==> config.mk <==
export PLATFORM = sky130hd
export DESIGN_NAME = heading_hold_dead_reckoning_core
export DESIGN_NICKNAME = d
export VERILOG_FILES = /design/src/hdl/hhdr_pkg.sv /design/src/hdl/hhdr_step.sv /design/src/hdl/heading_hold_dead_reckoning_core.sv
export SDC_FILE = /design/constraint.sdc
export NUM_CORES = 2
export LEC_CHECK = 0
export ABC_AREA = 1
export BUFFER_PORTS_ARGS = -buffer_cell sky130_fd_sc_hd__buf_4
export CAP_MARGIN = 10
export CORE_UTILIZATION = 40
export CTS_CLUSTER_DIAMETER = 80
export DETAILED_ROUTE_END_ITERATION = 8
export PLACE_DENSITY = 0.57
export SLEW_MARGIN = 20
export SYNTH_ARGS = -nofsm -noshare
export SYNTH_HDL_FRONTEND = slang
export SYNTH_HIERARCHICAL = 1
export SYNTH_SLANG_ARGS = --single-unit
==> constraint.sdc <==
create_clock -name clock -period 13.9 [get_ports clock]
set_clock_uncertainty 0.2 [all_clocks]
set_input_delay 0 -clock clock [delete_from_list [all_inputs] [get_ports clock]]
set_output_delay 0 -clock clock [all_outputs]
set_load 0.05 [all_outputs]
==> src/hdl/hhdr_pkg.sv <==
// Shared types, widths and constants for the heading hold and dead reckoning core.
`timescale 1ns / 1ps

package hhdr_pkg;

   // field widths
   localparam int GYRO_W       = 16;
   localparam int ACCEL_W      = 16;
   localparam int PULSE_W      = 15;
   localparam int TICKS_W      = 16;
   localparam int YAW_W        = 25;
   localparam int SPEED_W      = 32;
   localparam int DIST_W       = 32;
   localparam int YAW_STEP_W   = 22;
   localparam int SPEED_STEP_W = 19;

   // stream payloads
   localparam int REQ_DATA_W  = 48;
   localparam int RSP_DATA_W  = 104;
   localparam int TICKS_LSB   = 0;
   localparam int HEADING_LSB = 16;
   localparam int TRAVEL_LSB  = 41;
   localparam int MEAN_LSB    = 73;
   localparam int MOVING_BIT  = 98;
   localparam int LAMP_BIT    = 99;

   // register port
   localparam int CSR_ADDR_W = 4;
   localparam int CSR_DATA_W = 32;

   localparam int DEFAULT_WINDOW_DEPTH = 10;

   typedef enum logic [1:0] {
      REG_GYRO_BIAS,
      REG_ACCEL_BIAS,
      REG_PULSE_MIN,
      REG_PULSE_MAX
   } reg_index_type;

   localparam logic [PULSE_W-1:0] PULSE_MIN_RESET = 15'd500;
   localparam logic [PULSE_W-1:0] PULSE_MAX_RESET = 15'd2550;

   // thresholds on bias-corrected magnitudes
   localparam logic [15:0] GYRO_DEADBAND  = 16'd13;
   localparam logic [15:0] GYRO_MOVE_MIN  = 16'd79;
   localparam logic [15:0] ACCEL_MOVE_MIN = 16'd1311;
   localparam logic [15:0] ACCEL_DEADBAND = 16'd334;

   // yaw step = round(|d| * 16384 / 655) = floor((|d| * 16384 + 327) / 655)
   localparam int YAW_NUM_W = 30;
   localparam int YAW_SHIFT = 40;
   localparam int YAW_Q_W   = 21;
   localparam logic [YAW_NUM_W-1:0] YAW_NUM_OFFS = 30'd327;
   localparam logic [30:0] YAW_RECIP = 31'(((64'd1 << YAW_SHIFT) + 64'd654) / 64'd655);

   // speed step = floor((|e| * 196133 + 50000) / 32 / 3125)
   localparam int ACCEL_NUM_W    = 34;
   localparam int ACCEL_PRESHIFT = 5;
   localparam int ACCEL_Y_W      = 29;
   localparam int ACCEL_SHIFT    = 41;
   localparam int ACCEL_Q_W      = 18;
   localparam logic [17:0] ACCEL_GAIN = 18'd196133;
   localparam logic [ACCEL_NUM_W-1:0] ACCEL_OFFS = 34'd50000;
   localparam logic [29:0] ACCEL_RECIP =
      30'(((64'd1 << ACCEL_SHIFT) + 64'd3124) / 64'd3125);

   localparam logic signed [YAW_W:0]   YAW_HALF_TURN  = 26'sd11796480;
   localparam logic signed [YAW_W:0]   YAW_FULL_TURN  = 26'sd23592960;
   localparam logic signed [YAW_W-1:0] YAW_LAMP_LIMIT = 25'sd4849664;

   localparam logic signed [SPEED_W-1:0] SPEED_FLOOR = 32'sd65;
   localparam int SERVO_SHIFT = 16;

   // per-beat increments handed from the front end to the integrators
   typedef struct packed {
      logic signed [YAW_STEP_W-1:0]   yaw_step;
      logic signed [SPEED_STEP_W-1:0] speed_step;
      logic                           moving;
      logic [PULSE_W-1:0]             base_us;
   } step_type;

endpackage

==> src/hdl/hhdr_step.sv <==
// Two-stage front end: bias removal, deadbands, motion flag and scaled yaw and speed steps.
`timescale 1ns / 1ps

module hhdr_step (
   input  logic                                clock,
   input  logic                                reset,
   input  logic                                in_valid,
   output logic                                in_ready,
   input  logic signed [hhdr_pkg::GYRO_W-1:0]  gyro_raw,
   input  logic signed [hhdr_pkg::ACCEL_W-1:0] accel_raw,
   input  logic [hhdr_pkg::PULSE_W-1:0]        base_pulse_us,
   input  logic signed [hhdr_pkg::GYRO_W-1:0]  gyro_bias,
   input  logic signed [hhdr_pkg::ACCEL_W-1:0] accel_bias,
   output logic                                out_valid,
   input  logic                                out_ready,
   output hhdr_pkg::step_type                  out_step
);
   import hhdr_pkg::*;

   logic signed [GYRO_W:0]  gyro_diff;
   logic signed [ACCEL_W:0] accel_diff;
   logic [GYRO_W:0]         gyro_abs;
   logic [ACCEL_W:0]        accel_abs;
   logic [15:0]             gyro_mag;
   logic [15:0]             accel_mag;
   logic [YAW_NUM_W-1:0]    yaw_num;
   logic [YAW_NUM_W+30:0]   yaw_prod;
   logic [ACCEL_NUM_W-1:0]  accel_num;

   logic                    s1_valid_ff;
   logic [YAW_Q_W-1:0]      s1_yaw_q_ff;
   logic                    s1_yaw_neg_ff;
   logic                    s1_yaw_en_ff;
   logic [ACCEL_Y_W-1:0]    s1_accel_y_ff;
   logic                    s1_accel_neg_ff;
   logic                    s1_accel_en_ff;
   logic                    s1_moving_ff;
   logic [PULSE_W-1:0]      s1_base_ff;

   logic [ACCEL_Y_W+29:0]   accel_prod;
   logic [ACCEL_Q_W-1:0]    accel_q;
   logic [YAW_STEP_W-1:0]   yaw_mag;
   logic [SPEED_STEP_W-1:0] speed_mag;
   step_type                step_in;
   step_type                step_ff;
   logic                    s2_valid_ff;
   logic                    s1_ready;
   logic                    s2_ready;

   assign s2_ready = !s2_valid_ff || out_ready;
   assign s1_ready = !s1_valid_ff || s2_ready;
   assign in_ready = s1_ready;

   // stage 1: bias removal and the first multiply of each path
   assign gyro_diff  = $signed({gyro_raw[GYRO_W-1], gyro_raw})
                     - $signed({gyro_bias[GYRO_W-1], gyro_bias});
   assign accel_diff = $signed({accel_raw[ACCEL_W-1], accel_raw})
                     - $signed({accel_bias[ACCEL_W-1], accel_bias});
   assign gyro_abs   = gyro_diff[GYRO_W] ? -gyro_diff : gyro_diff;
   assign accel_abs  = accel_diff[ACCEL_W] ? -accel_diff : accel_diff;
   // magnitude never exceeds 65535
   assign gyro_mag   = gyro_abs[15:0];
   assign accel_mag  = accel_abs[15:0];

   assign yaw_num   = {gyro_mag, 14'd0} + YAW_NUM_OFFS;
   assign yaw_prod  = yaw_num * YAW_RECIP;
   assign accel_num = accel_mag * ACCEL_GAIN + ACCEL_OFFS;

   always_ff @(posedge clock) begin
      if (reset) begin
         s1_valid_ff <= 1'b0;
      end else if (s1_ready) begin
         s1_valid_ff <= in_valid;
      end
   end

   always_ff @(posedge clock) begin
      if (s1_ready && in_valid) begin
         s1_yaw_q_ff     <= yaw_prod[YAW_SHIFT +: YAW_Q_W];
         s1_yaw_neg_ff   <= gyro_diff[GYRO_W];
         s1_yaw_en_ff    <= gyro_mag > GYRO_DEADBAND;
         s1_accel_y_ff   <= accel_num[ACCEL_PRESHIFT +: ACCEL_Y_W];
         s1_accel_neg_ff <= accel_diff[ACCEL_W];
         s1_accel_en_ff  <= accel_mag > ACCEL_DEADBAND;
         s1_moving_ff    <= (accel_mag >= ACCEL_MOVE_MIN) || (gyro_mag >= GYRO_MOVE_MIN);
         s1_base_ff      <= base_pulse_us;
      end
   end

   // stage 2: divide by 3125 via reciprocal, apply signs and deadbands
   assign accel_prod = s1_accel_y_ff * ACCEL_RECIP;
   assign accel_q    = accel_prod[ACCEL_SHIFT +: ACCEL_Q_W];
   assign yaw_mag    = {1'b0, s1_yaw_q_ff};
   assign speed_mag  = {1'b0, accel_q};

   always_comb begin
      step_in            = step_ff;
      step_in.yaw_step   = '0;
      step_in.speed_step = '0;
      if (s1_yaw_en_ff) begin
         step_in.yaw_step = s1_yaw_neg_ff ? -yaw_mag : yaw_mag;
      end
      if (s1_accel_en_ff) begin
         step_in.speed_step = s1_accel_neg_ff ? -speed_mag : speed_mag;
      end
      step_in.moving  = s1_moving_ff;
      step_in.base_us = s1_base_ff;
   end

   always_ff @(posedge clock) begin
      if (reset) begin
         s2_valid_ff <= 1'b0;
      end else if (s2_ready) begin
         s2_valid_ff <= s1_valid_ff;
      end
   end

   always_ff @(posedge clock) begin
      if (s2_ready && s1_valid_ff) begin
         step_ff <= step_in;
      end
   end

   assign out_valid = s2_valid_ff;
   assign out_step  = step_ff;

endmodule

==> src/hdl/heading_hold_dead_reckoning_core.sv <==
// Top level of the heading hold and dead reckoning core: integrators, yaw ring and servo output.
//
// One request beat carries a gyro Z sample, an accelerometer X sample and a servo centre
// pulse; each one yields exactly one response beat with servo ticks, heading, travelled
// distance, the windowed heading mean and the moving and lamp flags, in request order.
// The datapath is a four-register pipeline (two front-end stages, the integrator stage,
// the output register). A beat passes both front-end stages and the integrator stage to the
// output register behind rsp_tvalid, and one beat per cycle is sustained while rsp_tready is
// high; the integrators and the ring total are updated once per beat in the integrator stage,
// which is what bounds the rate to one. When the receiver stalls, each stage still fills
// while the one below it holds, so up to four beats are taken before req_tready drops.
// The CSR port sets the gyro and accel biases and the pulse limits; write it only while
// the pipeline is empty. Reset clears the registers to their defaults, the yaw, speed
// and distance integrators, the yaw ring, its index and the latched mean, and empties
// the pipeline. The mean is recomputed whenever the ring index is at slot zero.
`timescale 1ns / 1ps

module heading_hold_dead_reckoning_core #(
   parameter int WINDOW_DEPTH = hhdr_pkg::DEFAULT_WINDOW_DEPTH
) (
   input  logic                              clock,
   input  logic                              reset,
   // req_tdata: gyro_raw[15:0], accel_raw[31:16], base_pulse_us[46:32], zero pad [47]
   input  logic                              req_tvalid,
   output logic                              req_tready,
   input  logic [hhdr_pkg::REQ_DATA_W-1:0]   req_tdata,
   // rsp_tdata: servo_ticks[15:0], heading[40:16], travel_cm[72:41], heading_mean[97:73],
   //            moving[98], lamp_on[99], zero pad [103:100]
   output logic                              rsp_tvalid,
   input  logic                              rsp_tready,
   output logic [hhdr_pkg::RSP_DATA_W-1:0]   rsp_tdata,
   input  logic                              csr_psel,
   input  logic                              csr_penable,
   input  logic                              csr_pwrite,
   input  logic [hhdr_pkg::CSR_ADDR_W-1:0]   csr_paddr,
   input  logic [hhdr_pkg::CSR_DATA_W-1:0]   csr_pwdata,
   output logic [hhdr_pkg::CSR_DATA_W-1:0]   csr_prdata,
   output logic                              csr_pready
);
   import hhdr_pkg::*;

   localparam int IDX_W      = $clog2(WINDOW_DEPTH);
   localparam int SUM_W      = YAW_W + $clog2(WINDOW_DEPTH);
   localparam int MEAN_X_W   = SUM_W + 1;
   localparam int MEAN_DIV   = 2 * WINDOW_DEPTH;
   localparam int MEAN_SHIFT = MEAN_X_W + $clog2(MEAN_DIV);
   localparam int MEAN_K_W   = MEAN_X_W + 1;
   localparam logic [MEAN_K_W-1:0] MEAN_RECIP =
      MEAN_K_W'(((64'd1 << MEAN_SHIFT) + 64'(MEAN_DIV) - 64'd1) / 64'(MEAN_DIV));
   localparam logic [IDX_W-1:0] LAST_SLOT = IDX_W'(WINDOW_DEPTH - 1);

   // ---------------------------------------------------------------- CSRs
   logic signed [GYRO_W-1:0]  gyro_bias_ff;
   logic signed [ACCEL_W-1:0] accel_bias_ff;
   logic [PULSE_W-1:0]        pulse_min_ff;
   logic [PULSE_W-1:0]        pulse_max_ff;
   logic                      csr_write;
   reg_index_type             csr_index;

   assign csr_pready = 1'b1;
   assign csr_write  = csr_psel && csr_penable && csr_pwrite && csr_pready;
   assign csr_index  = reg_index_type'(csr_paddr[3:2]);

   always_ff @(posedge clock) begin
      if (reset) begin
         gyro_bias_ff  <= '0;
         accel_bias_ff <= '0;
         pulse_min_ff  <= PULSE_MIN_RESET;
         pulse_max_ff  <= PULSE_MAX_RESET;
      end else if (csr_write) begin
         case (csr_index)
            REG_GYRO_BIAS:  gyro_bias_ff  <= csr_pwdata[GYRO_W-1:0];
            REG_ACCEL_BIAS: accel_bias_ff <= csr_pwdata[ACCEL_W-1:0];
            REG_PULSE_MIN:  pulse_min_ff  <= csr_pwdata[PULSE_W-1:0];
            REG_PULSE_MAX:  pulse_max_ff  <= csr_pwdata[PULSE_W-1:0];
            default: ;
         endcase
      end
   end

   always_comb begin
      case (csr_index)
         REG_GYRO_BIAS:  csr_prdata = {{(CSR_DATA_W-GYRO_W){gyro_bias_ff[GYRO_W-1]}},
                                       gyro_bias_ff};
         REG_ACCEL_BIAS: csr_prdata = {{(CSR_DATA_W-ACCEL_W){accel_bias_ff[ACCEL_W-1]}},
                                       accel_bias_ff};
         REG_PULSE_MIN:  csr_prdata = {{(CSR_DATA_W-PULSE_W){1'b0}}, pulse_min_ff};
         REG_PULSE_MAX:  csr_prdata = {{(CSR_DATA_W-PULSE_W){1'b0}}, pulse_max_ff};
         default:        csr_prdata = '0;
      endcase
   end

   // ---------------------------------------------------------------- front end
   logic     step_valid;
   logic     step_ready;
   step_type step;

   hhdr_step u_step (
      .clock         (clock),
      .reset         (reset),
      .in_valid      (req_tvalid),
      .in_ready      (req_tready),
      .gyro_raw      (req_tdata[15:0]),
      .accel_raw     (req_tdata[31:16]),
      .base_pulse_us (req_tdata[46:32]),
      .gyro_bias     (gyro_bias_ff),
      .accel_bias    (accel_bias_ff),
      .out_valid     (step_valid),
      .out_ready     (step_ready),
      .out_step      (step)
   );

   // ---------------------------------------------------------------- integrators
   logic                      int_valid_ff;
   logic                      out_valid_ff;
   logic                      int_ready;
   logic                      out_ready;
   logic                      int_load;

   logic signed [YAW_W-1:0]   yaw_ff;
   logic signed [SPEED_W-1:0] speed_ff;
   logic signed [DIST_W-1:0]  dist_ff;
   logic signed [SUM_W-1:0]   total_ff;
   logic signed [YAW_W-1:0]   ring_ff [WINDOW_DEPTH];
   logic [IDX_W-1:0]          idx_ff;
   logic [PULSE_W-1:0]        int_base_ff;
   logic                      int_moving_ff;
   logic                      int_mean_upd_ff;

   logic signed [YAW_W:0]     yaw_sum;
   logic signed [YAW_W:0]     yaw_wrap;
   logic signed [YAW_W-1:0]   yaw_in;
   logic signed [SPEED_W:0]   speed_sum;
   logic signed [SPEED_W-1:0] speed_sat;
   logic signed [SPEED_W-1:0] speed_clip;
   logic signed [SPEED_W-1:0] speed_in;
   logic signed [DIST_W+2:0]  five_v;
   logic signed [DIST_W+2:0]  dist_sum;
   logic signed [DIST_W-1:0]  dist_sat;
   logic signed [DIST_W-1:0]  dist_in;
   logic signed [YAW_W-1:0]   ring_old;
   logic signed [SUM_W-1:0]   total_in;
   logic [IDX_W-1:0]          idx_in;

   assign out_ready  = !out_valid_ff || rsp_tready;
   assign int_ready  = !int_valid_ff || out_ready;
   assign step_ready = int_ready;
   assign int_load   = step_valid && int_ready;

   assign yaw_sum = $signed({yaw_ff[YAW_W-1], yaw_ff})
                  + $signed({{(YAW_W+1-YAW_STEP_W){step.yaw_step[YAW_STEP_W-1]}},
                             step.yaw_step});

   // one wrap is enough: a step is far below half a turn
   always_comb begin
      yaw_wrap = yaw_sum;
      if (yaw_sum < -YAW_HALF_TURN) begin
         yaw_wrap = yaw_sum + YAW_FULL_TURN;
      end else if (yaw_sum > YAW_HALF_TURN) begin
         yaw_wrap = yaw_sum - YAW_FULL_TURN;
      end
   end
   assign yaw_in = yaw_wrap[YAW_W-1:0];

   assign speed_sum = $signed({speed_ff[SPEED_W-1], speed_ff})
                    + $signed({{(SPEED_W+1-SPEED_STEP_W){step.speed_step[SPEED_STEP_W-1]}},
                               step.speed_step});

   always_comb begin
      if (speed_sum[SPEED_W] != speed_sum[SPEED_W-1]) begin
         speed_sat = speed_sum[SPEED_W] ? {1'b1, {(SPEED_W-1){1'b0}}}
                                        : {1'b0, {(SPEED_W-1){1'b1}}};
      end else begin
         speed_sat = speed_sum[SPEED_W-1:0];
      end
      if ((speed_sat >= -SPEED_FLOOR) && (speed_sat <= SPEED_FLOOR)) begin
         speed_clip = '0;
      end else begin
         speed_clip = speed_sat;
      end
   end

   // distance advances by 5 * speed per beat while moving
   assign five_v   = $signed({{3{speed_clip[SPEED_W-1]}}, speed_clip})
                   + $signed({speed_clip[SPEED_W-1], speed_clip, 2'b00});
   assign dist_sum = $signed({{3{dist_ff[DIST_W-1]}}, dist_ff}) + five_v;

   always_comb begin
      if ((dist_sum[DIST_W+2:DIST_W-1] != 4'b0000) &&
          (dist_sum[DIST_W+2:DIST_W-1] != 4'b1111)) begin
         dist_sat = dist_sum[DIST_W+2] ? {1'b1, {(DIST_W-1){1'b0}}}
                                       : {1'b0, {(DIST_W-1){1'b1}}};
      end else begin
         dist_sat = dist_sum[DIST_W-1:0];
      end
   end

   assign speed_in = step.moving ? speed_clip : '0;
   assign dist_in  = step.moving ? dist_sat : dist_ff;

   // running total of the ring: swap the outgoing slot for the new yaw
   assign ring_old = ring_ff[idx_ff];
   assign total_in = total_ff
                   - $signed({{(SUM_W-YAW_W){ring_old[YAW_W-1]}}, ring_old})
                   + $signed({{(SUM_W-YAW_W){yaw_in[YAW_W-1]}}, yaw_in});
   assign idx_in   = (idx_ff == LAST_SLOT) ? '0 : idx_ff + 1'b1;

   always_ff @(posedge clock) begin
      if (reset) begin
         int_valid_ff <= 1'b0;
         yaw_ff       <= '0;
         speed_ff     <= '0;
         dist_ff      <= '0;
         total_ff     <= '0;
         idx_ff       <= '0;
         for (int i = 0; i < WINDOW_DEPTH; i++) begin
            ring_ff[i] <= '0;
         end
      end else begin
         if (int_ready) begin
            int_valid_ff <= step_valid;
         end
         if (int_load) begin
            yaw_ff          <= yaw_in;
            speed_ff        <= speed_in;
            dist_ff         <= dist_in;
            total_ff        <= total_in;
            ring_ff[idx_ff] <= yaw_in;
            idx_ff          <= idx_in;
         end
      end
   end

   always_ff @(posedge clock) begin
      if (int_load) begin
         int_base_ff     <= step.base_us;
         int_moving_ff   <= step.moving;
         int_mean_upd_ff <= (idx_ff == '0);
      end
   end

   // ---------------------------------------------------------------- output stage
   logic signed [YAW_W+5:0]  servo_prod;
   logic [YAW_W+5:0]         servo_mag;
   logic [PULSE_W-1:0]       corr_mag;
   logic signed [PULSE_W+1:0] corr;
   logic signed [PULSE_W+1:0] pulse_raw;
   logic signed [PULSE_W+1:0] pulse_lo;
   logic signed [PULSE_W+1:0] pulse_cl;
   logic signed [PULSE_W+1:0] pulse_min_s;
   logic signed [PULSE_W+1:0] pulse_max_s;
   logic                     lamp_in;
   logic [SUM_W-1:0]         total_mag;
   logic [MEAN_X_W-1:0]      mean_x;
   logic [MEAN_X_W+MEAN_K_W-1:0] mean_prod;
   logic [YAW_W-1:0]         mean_q;
   logic signed [YAW_W-1:0]  mean_in;

   logic [TICKS_W-1:0]       ticks_ff;
   logic signed [YAW_W-1:0]  heading_ff;
   logic signed [DIST_W-1:0] travel_ff;
   logic signed [YAW_W-1:0]  mean_ff;
   logic                     moving_ff;
   logic                     lamp_ff;

   // yaw * 40, then divide by 65536 toward zero
   assign servo_prod = $signed({yaw_ff[YAW_W-1], yaw_ff, 5'b00000})
                     + $signed({{3{yaw_ff[YAW_W-1]}}, yaw_ff, 3'b000});
   assign servo_mag  = servo_prod[YAW_W+5] ? -servo_prod : servo_prod;
   assign corr_mag   = servo_mag[SERVO_SHIFT +: PULSE_W];
   assign corr       = servo_prod[YAW_W+5] ? -$signed({2'b00, corr_mag})
                                           : $signed({2'b00, corr_mag});
   assign pulse_raw  = $signed({2'b00, int_base_ff}) + corr;
   assign pulse_min_s = $signed({2'b00, pulse_min_ff});
   assign pulse_max_s = $signed({2'b00, pulse_max_ff});

   // min first, then max, so the upper limit wins when they cross
   assign pulse_lo = (pulse_raw < pulse_min_s) ? pulse_min_s : pulse_raw;
   assign pulse_cl = (pulse_lo > pulse_max_s) ? pulse_max_s : pulse_lo;

   assign lamp_in = (yaw_ff > -YAW_LAMP_LIMIT) && (yaw_ff < YAW_LAMP_LIMIT);

   // mean = round(total / depth) = floor((2|total| + depth) / (2 * depth))
   assign total_mag = total_ff[SUM_W-1] ? -total_ff : total_ff;
   assign mean_x    = {total_mag, 1'b0} + MEAN_X_W'(WINDOW_DEPTH);
   assign mean_prod = mean_x * MEAN_RECIP;
   assign mean_q    = mean_prod[MEAN_SHIFT +: YAW_W];
   assign mean_in   = total_ff[SUM_W-1] ? -mean_q : mean_q;

   always_ff @(posedge clock) begin
      if (reset) begin
         out_valid_ff <= 1'b0;
         mean_ff      <= '0;
      end else if (out_ready) begin
         out_valid_ff <= int_valid_ff;
         if (int_valid_ff && int_mean_upd_ff) begin
            mean_ff <= mean_in;
         end
      end
   end

   always_ff @(posedge clock) begin
      if (out_ready && int_valid_ff) begin
         ticks_ff   <= {pulse_cl[PULSE_W-1:0], 1'b0};
         heading_ff <= yaw_ff;
         travel_ff  <= dist_ff;
         moving_ff  <= int_moving_ff;
         lamp_ff    <= lamp_in;
      end
   end

   assign rsp_tvalid = out_valid_ff;
   assign rsp_tdata  = {4'b0000, lamp_ff, moving_ff, mean_ff, travel_ff, heading_ff, ticks_ff};

endmodule

After elaboration in Yosys (flattened, before gate mapping):

Memories as Yosys holds them, arrays and structs flattened. A register that Yosys moved wholly into a read port is not among the register bits.
Cells that the tools add are included.

* add/subtract/negate cells: 24
* $mul: 4
* order comparisons: 12
* equal/unequal tests: 6
* mux-type cells: 30
* reductions and logical operators: 31

Operators by type and width (count)
* $mux W32: 6
* $pmux W32 S4: 1
* $mux W25: 4
* $mul A30 B31 Y61 const B: 1
* $mul A30 B31 Y60 const B: 1
* $mul A29 B29 Y58 const B: 1
* $add A32 B34 Y35: 1
* $add A32 B35 Y35: 1
* $add A34 B16 Y34 const B: 1
* $mul A16 B18 Y34 const B: 1
* $mux W17: 2
* $sub A16 B16 Y17: 2
* $add A32 B19 Y33: 1
* $ge A32 B8 Y1 const B: 1
* $le A32 B8 Y1 const B: 1
* $mux W16: 2
* $neg A16 Y16: 2
* $add A30 B28 Y31: 1
* $mux W31: 1
* $neg A31 Y31: 1
* $add A30 B4 Y30 const B: 1
* $add A30 B9 Y30 const B: 1
* $add A29 B25 Y29: 1
* $mux W29: 1
* other kinds (39): 71

* flip-flop bits (word level): 431
* bits in writable memories: 250
* input port bits: 91
* output and inout port bits: 139
* word-level logic and storage cells: 144
* memories: 1

Memories
* ring_ff: depth 10, bits a word 25, rd ports 1, clocked after Yosys merged registers in 1, wr ports 10, RTL line heading_hold_dead_reckoning_core.sv:124 `logic signed [YAW_W-1:0] ring_ff [WINDOW_DEPTH];`

Logic depth before layout (Yosys ltp):

* word-level depth: 11
* gate-level depth with buffers: 63

Modules after synthesis:

The synthesis kept the hierarchy.

By module, submodules not included
* heading_hold_dead_reckoning_core: instances 1, cells an instance 6635, area an instance 55600.8 um2, seq. area each 19048.3 um2
* hhdr_step: instances 1, cells an instance 4509, area an instance 38823.5 um2, seq. area each 3853.7 um2

Worst setup path before layout:

No wires, ideal clock.

* kind: reg-to-reg
* from: register total_ff[0]
* to: register mean_ff[20]
* arrival: 9.778 ns
* required time: 13.587 ns
* setup slack: 3.809 ns
* cell stages (with the launch flop): 48
* path buffers: 0
* cell sequence: dfxtp_1 > inv_1 > ha_1 > nand3_1 > nor3_2 > or2_2 > xor2_2 > nand2_1 > nor2_1 > nand4_1 > nor3_2 > nand3_1 > nor3_2 > nand4_1 > or2_2 > a21oi_1 > ha_1 > inv_1 > [... 12 more ...] > ha_1 > a21o_1 > a31oi_1 > o221ai_1 > a21oi_1 > xor2_1 > ha_1 > nand3_1 > nor2_1 > nand3_1 > nor2_1 > nand2_1 > o21ai_1 > nand2_1 > nand2_1 > nand2_1 > o21ai_1 > inv_1

* longest elaborated chain between the ends: 6

RTL lines
* from (decl): RTL line heading_hold_dead_reckoning_core.sv:123 `logic signed [SUM_W-1:0] total_ff;`
* from (signal assigned): RTL line heading_hold_dead_reckoning_core.sv:227 `total_ff <= total_in;`
* $neg A29 Y29: RTL line heading_hold_dead_reckoning_core.sv:284 `assign total_mag = total_ff[SUM_W-1] ? -total_ff : total_ff;`
* $mux W29 *: RTL line heading_hold_dead_reckoning_core.sv:284
* $add A30 B4 Y30 *: RTL line heading_hold_dead_reckoning_core.sv:285 `assign mean_x = {total_mag, 1'b0} + MEAN_X_W'(WINDOW_DEPTH);`
* $mul A30 B31 Y60 *: RTL line heading_hold_dead_reckoning_core.sv:286 `assign mean_prod = mean_x * MEAN_RECIP;`
* $neg A25 Y25: RTL line heading_hold_dead_reckoning_core.sv:288 `assign mean_in = total_ff[SUM_W-1] ? -mean_q : mean_q;`
* $mux W25 *: RTL line heading_hold_dead_reckoning_core.sv:288
* to (signal assigned): RTL line heading_hold_dead_reckoning_core.sv:297 `mean_ff <= mean_in;`
* to (decl): RTL line heading_hold_dead_reckoning_core.sv:262 `logic signed [YAW_W-1:0] mean_ff;`

Mark *: on every way between the ends. The rest lies on a longest branch, timed or not.
A chain may end at the register's enable or synchronous reset.

Final worst setup path:

* from: register total_ff[28]
* to: register mean_ff[20]

* longest elaborated chain between the ends: 6

RTL lines (RTL line)
* $neg A29 Y29: heading_hold_dead_reckoning_core.sv:284
* $mux W29: heading_hold_dead_reckoning_core.sv:284
* $add A30 B4 Y30: heading_hold_dead_reckoning_core.sv:285
* $mul A30 B31 Y60: heading_hold_dead_reckoning_core.sv:286
* $neg A25 Y25: heading_hold_dead_reckoning_core.sv:288
* $mux W25 *: heading_hold_dead_reckoning_core.sv:288

Marks and branches as above.

==> metrics <==
Slowest-stage cell, CP fa_1; Core Area about 0.23 mm2; final core occ 44.3%; total grt overflow 0; initial antenna violation count 16; 1st-iter DRT viols approximately 5100; Reg2Reg Depth 46; Final Hold Vio Count 0; post-CTS setup buffer count 0; Total Routing Usage GR 23.8%; worst r2r src total_ff[28]; worst-path fanout max 38; IO buf count 204; max cap viols 0; fraction of layout cells with a size suffix above 1 under 10%; dpl hpwl between 200000 and 250000 um; FILL cells around 23000; Vias 74800; I/O pin count 230; ys async rst share 0%; nature of the critical path endpoint flop; GP Congestion 0.946; drc violations 0; mean area per synthesized cell ~8.5 um2; WP data required 14310 ps; #FFs+latches synth roughly 840; CTS clock-pin slew for the worst setup and hold paths approximately 60 ps; Hold Path Class in2reg; number of synthesized flops with an enable pin around 620; Synthesis Warnings 6; CTS H-tree depth 3; final max-slew violation count 0; first-pass iteration count of the detailed router 9; fmax ~83 MHz; sequential cell area fraction in the yosys report between 20 and 25%; Die Height slightly below 500 um; Layout Nets about 14000; RR Endpoint mean_ff[20]; Worst-Skew Late Latency roughly 770 ps; Final TNS setup 0 ps; drt total wl between 200000 and 300000 um; Synth Flop Type edfxtp_1; setup slack after layout about 1900 ps; vias in the first global route approximately 76000; startpoint types flop; vias per inst 5.12; Rel. slew slack ~29%; worst setup path endpoint mean_ff[20]; period utilization 86.5%; global-route wire length before repair approximately 440000 um; Yosys cell types 74; top cells by area, synth edfxtp_1, fa_1, ha_1, inv_1, nand2_1; status finished, final reports clean; Worst setup startpoint total_ff[28]; clock root buffer clkbuf_16; Worst-Margin Slew about 1100 ps; CTS tree built; Yosys top cell by area edfxtp_1; cell repeated most along the worst path inv_1; Area growth syn-to-layout 9.70%; Initial Utilization between 40% and 50%; clock sink count approximately 840; RSZ-0062 raised after global routing false; r2r setup slk between 1500 and 2000 ps; pre-CTS WS between 2000 and 2500 ps; Hold Startpoint csr_paddr[3]; Antenna Violating Nets Remaining 0; Setup violations, final 0; Mapped Cells approximately 11000; post-layout min period 12030 ps; Die ar. about 0.24 mm2; Num CTS Buffers between 90 and 100; Arr. time, crit path ~12000 ps; Die W around 490 um; critical path type reg2reg; design area slightly above 0.1 mm2; top cell type's share of synthesized area about a fifth; wire per inst 19.4 um; crit-path max cell delay a little under 700 ps; placed cell area 0.0995 mm2; Cell Area, Synth approximately 0.094 mm2; deepest clock path buffer count 3; Rows 177; largest net degree at the start of global routing between 80 and 90
worst min path at each step:
stage	endpoint	slack, ps	cells after the start
after global placement	u_step/s1_base_ff[4]	-20	1
final	pulse_min_ff[4]	80	6
after floorplan	u_step/out_valid	-130	1
after detailed placement	u_step/s1_base_ff[14]	-20	1
after global routing	accel_bias_ff[11]	120	6
after CTS	accel_bias_ff[11]	6	6
layout make-up:
type                       count  area (um2)  area share [%]
multi-input combinational   7750       61800            59.7
sequential                   835       22900            22.1
inverter                    2346        8810            8.51
tap                         3132        3920            3.78
timing repair buffer         363        2950            2.85
clock buffer                 125        2610            2.52
clock inverter                61         566           0.546
antenna                       10        25.0          0.0242
kinds of logic (layout without fill, tap and decap cells):
logic type | count (synthesis) | after routing | share of synthesized area [%]
AOI/OAI and AO/OA | 1607 | 1607 | 9.61
DFF | 835 | 835 | 24.3
buffers and inverters | 2563 | 2895 | 10.4
other | 2 | 16 | 0.00795
and+or+nand+nor | 3564 | 3564 | 16.0
muxes | 100 | 100 | 1.06
adders and majority gates | 2190 | 2190 | 35.9
xor gates and xnor gates | 283 | 283 | 2.76
worst max-delay path, delay by kind of cell, from the launching register on:
kind	cells	cell delay, ps
flip-flops	1	320
AO/OA/AOI/OAI	6	1380
buffers and inverters	9	1510
adder cells (fa/ha/maj)	10	4670
AND/OR/NAND/NOR	18	2740
XOR/XNOR	3	1020
cells in the mapped netlist (all sizes together), types with 8 or more instances:
cell type  number
a211oi          9
a21boi         14
a21o           40
a21oi         674
a31oi          43
and2            8
and3           11
buf            67
clkbuf        150
clkinv         10
dfxtp         217
edfxtp        618
fa            863
ha           1327
inv          2336
mux2i         100
nand2        1768
nand3         454
nand3b         20
nand4         126
nor2         1005
nor3          111
nor3b           8
nor4           29
o2111ai        15
o211ai        132
o21a           40
o21ai         538
o21bai         38
o221ai         10
o22ai          24
o31ai           9
or2            21
xnor2          87
xor2          196
cell usage in the layout (no fill, tap or decap), types with 15 or more instances in the layout:
cell,n
inv_1,2314
nand2_1,1704
ha_1,1327
nor2_1,971
fa_1,863
a21oi_1,663
edfxtp_1,618
o21ai_0,518
nand3_1,432
buf_4,281
dfxtp_1,213
xor2_1,184
o211ai_1,131
nand4_1,126
mux2i_1,100
clkbuf_16,100
nor3_1,99
xnor2_1,85
dlygate4sd3_1,81
nand2_2,60
a31oi_1,43
a21o_1,40
o21a_1,40
o21bai_1,37
clkinv_1,30
nor2_2,28
nor4_1,27
o22ai_1,24
nand3_2,22
clkbuf_1,22
nand3b_1,20
inv_2,19
or2_2,18
o21ai_1,16
clkinv_2,16
o2111ai_1,15
stage by stage:
stage                     instances  hold WS (ps)
final                         14600          75.0
after global routing          14600           121
after CTS                     14600          6.34
after detailed placement      14300         -17.2
after global placement        14300         -19.0
after floorplan               11100          -131
registers in the layout (all words and copies together) (netlist names), 4 cells and up, named ones only:
| register | cells |
|---|---|
| accel_bias_ff | 16 |
| dist_ff | 32 |
| gyro_bias_ff | 16 |
| heading_ff | 25 |
| idx_ff | 4 |
| int_base_ff | 15 |
| mean_ff | 25 |
| pulse_max_ff | 15 |
| pulse_min_ff | 15 |
| ring_ff | 400 |
| speed_ff | 32 |
| ticks_ff | 15 |
| total_ff | 29 |
| travel_ff | 32 |
| u_step/out_step | 57 |
| u_step/s1_accel_y_ff | 29 |
| u_step/s1_base_ff | 15 |
| u_step/s1_yaw_q_ff | 21 |
| yaw_ff | 25 |
metal layers:
metal  GRT usage [%]  vias to the layer above  wire length [um]
met4            6.12                        6              7210
met1            32.5                    36200            129000
li1                -                    36500                 -
met3            2.62                      288             13800
met5               0                        -                37
met2            40.0                     1811            134000
what timing repair did:
item	CTS	global route
hold buffers	81	0
hold endpoints to repair	150	0
resized for setup	0	0
setup endpoints to repair	0	0
Power is not shown: default switching activity piles up to over one toggle a cycle in this logic, so the estimate is an artifact.
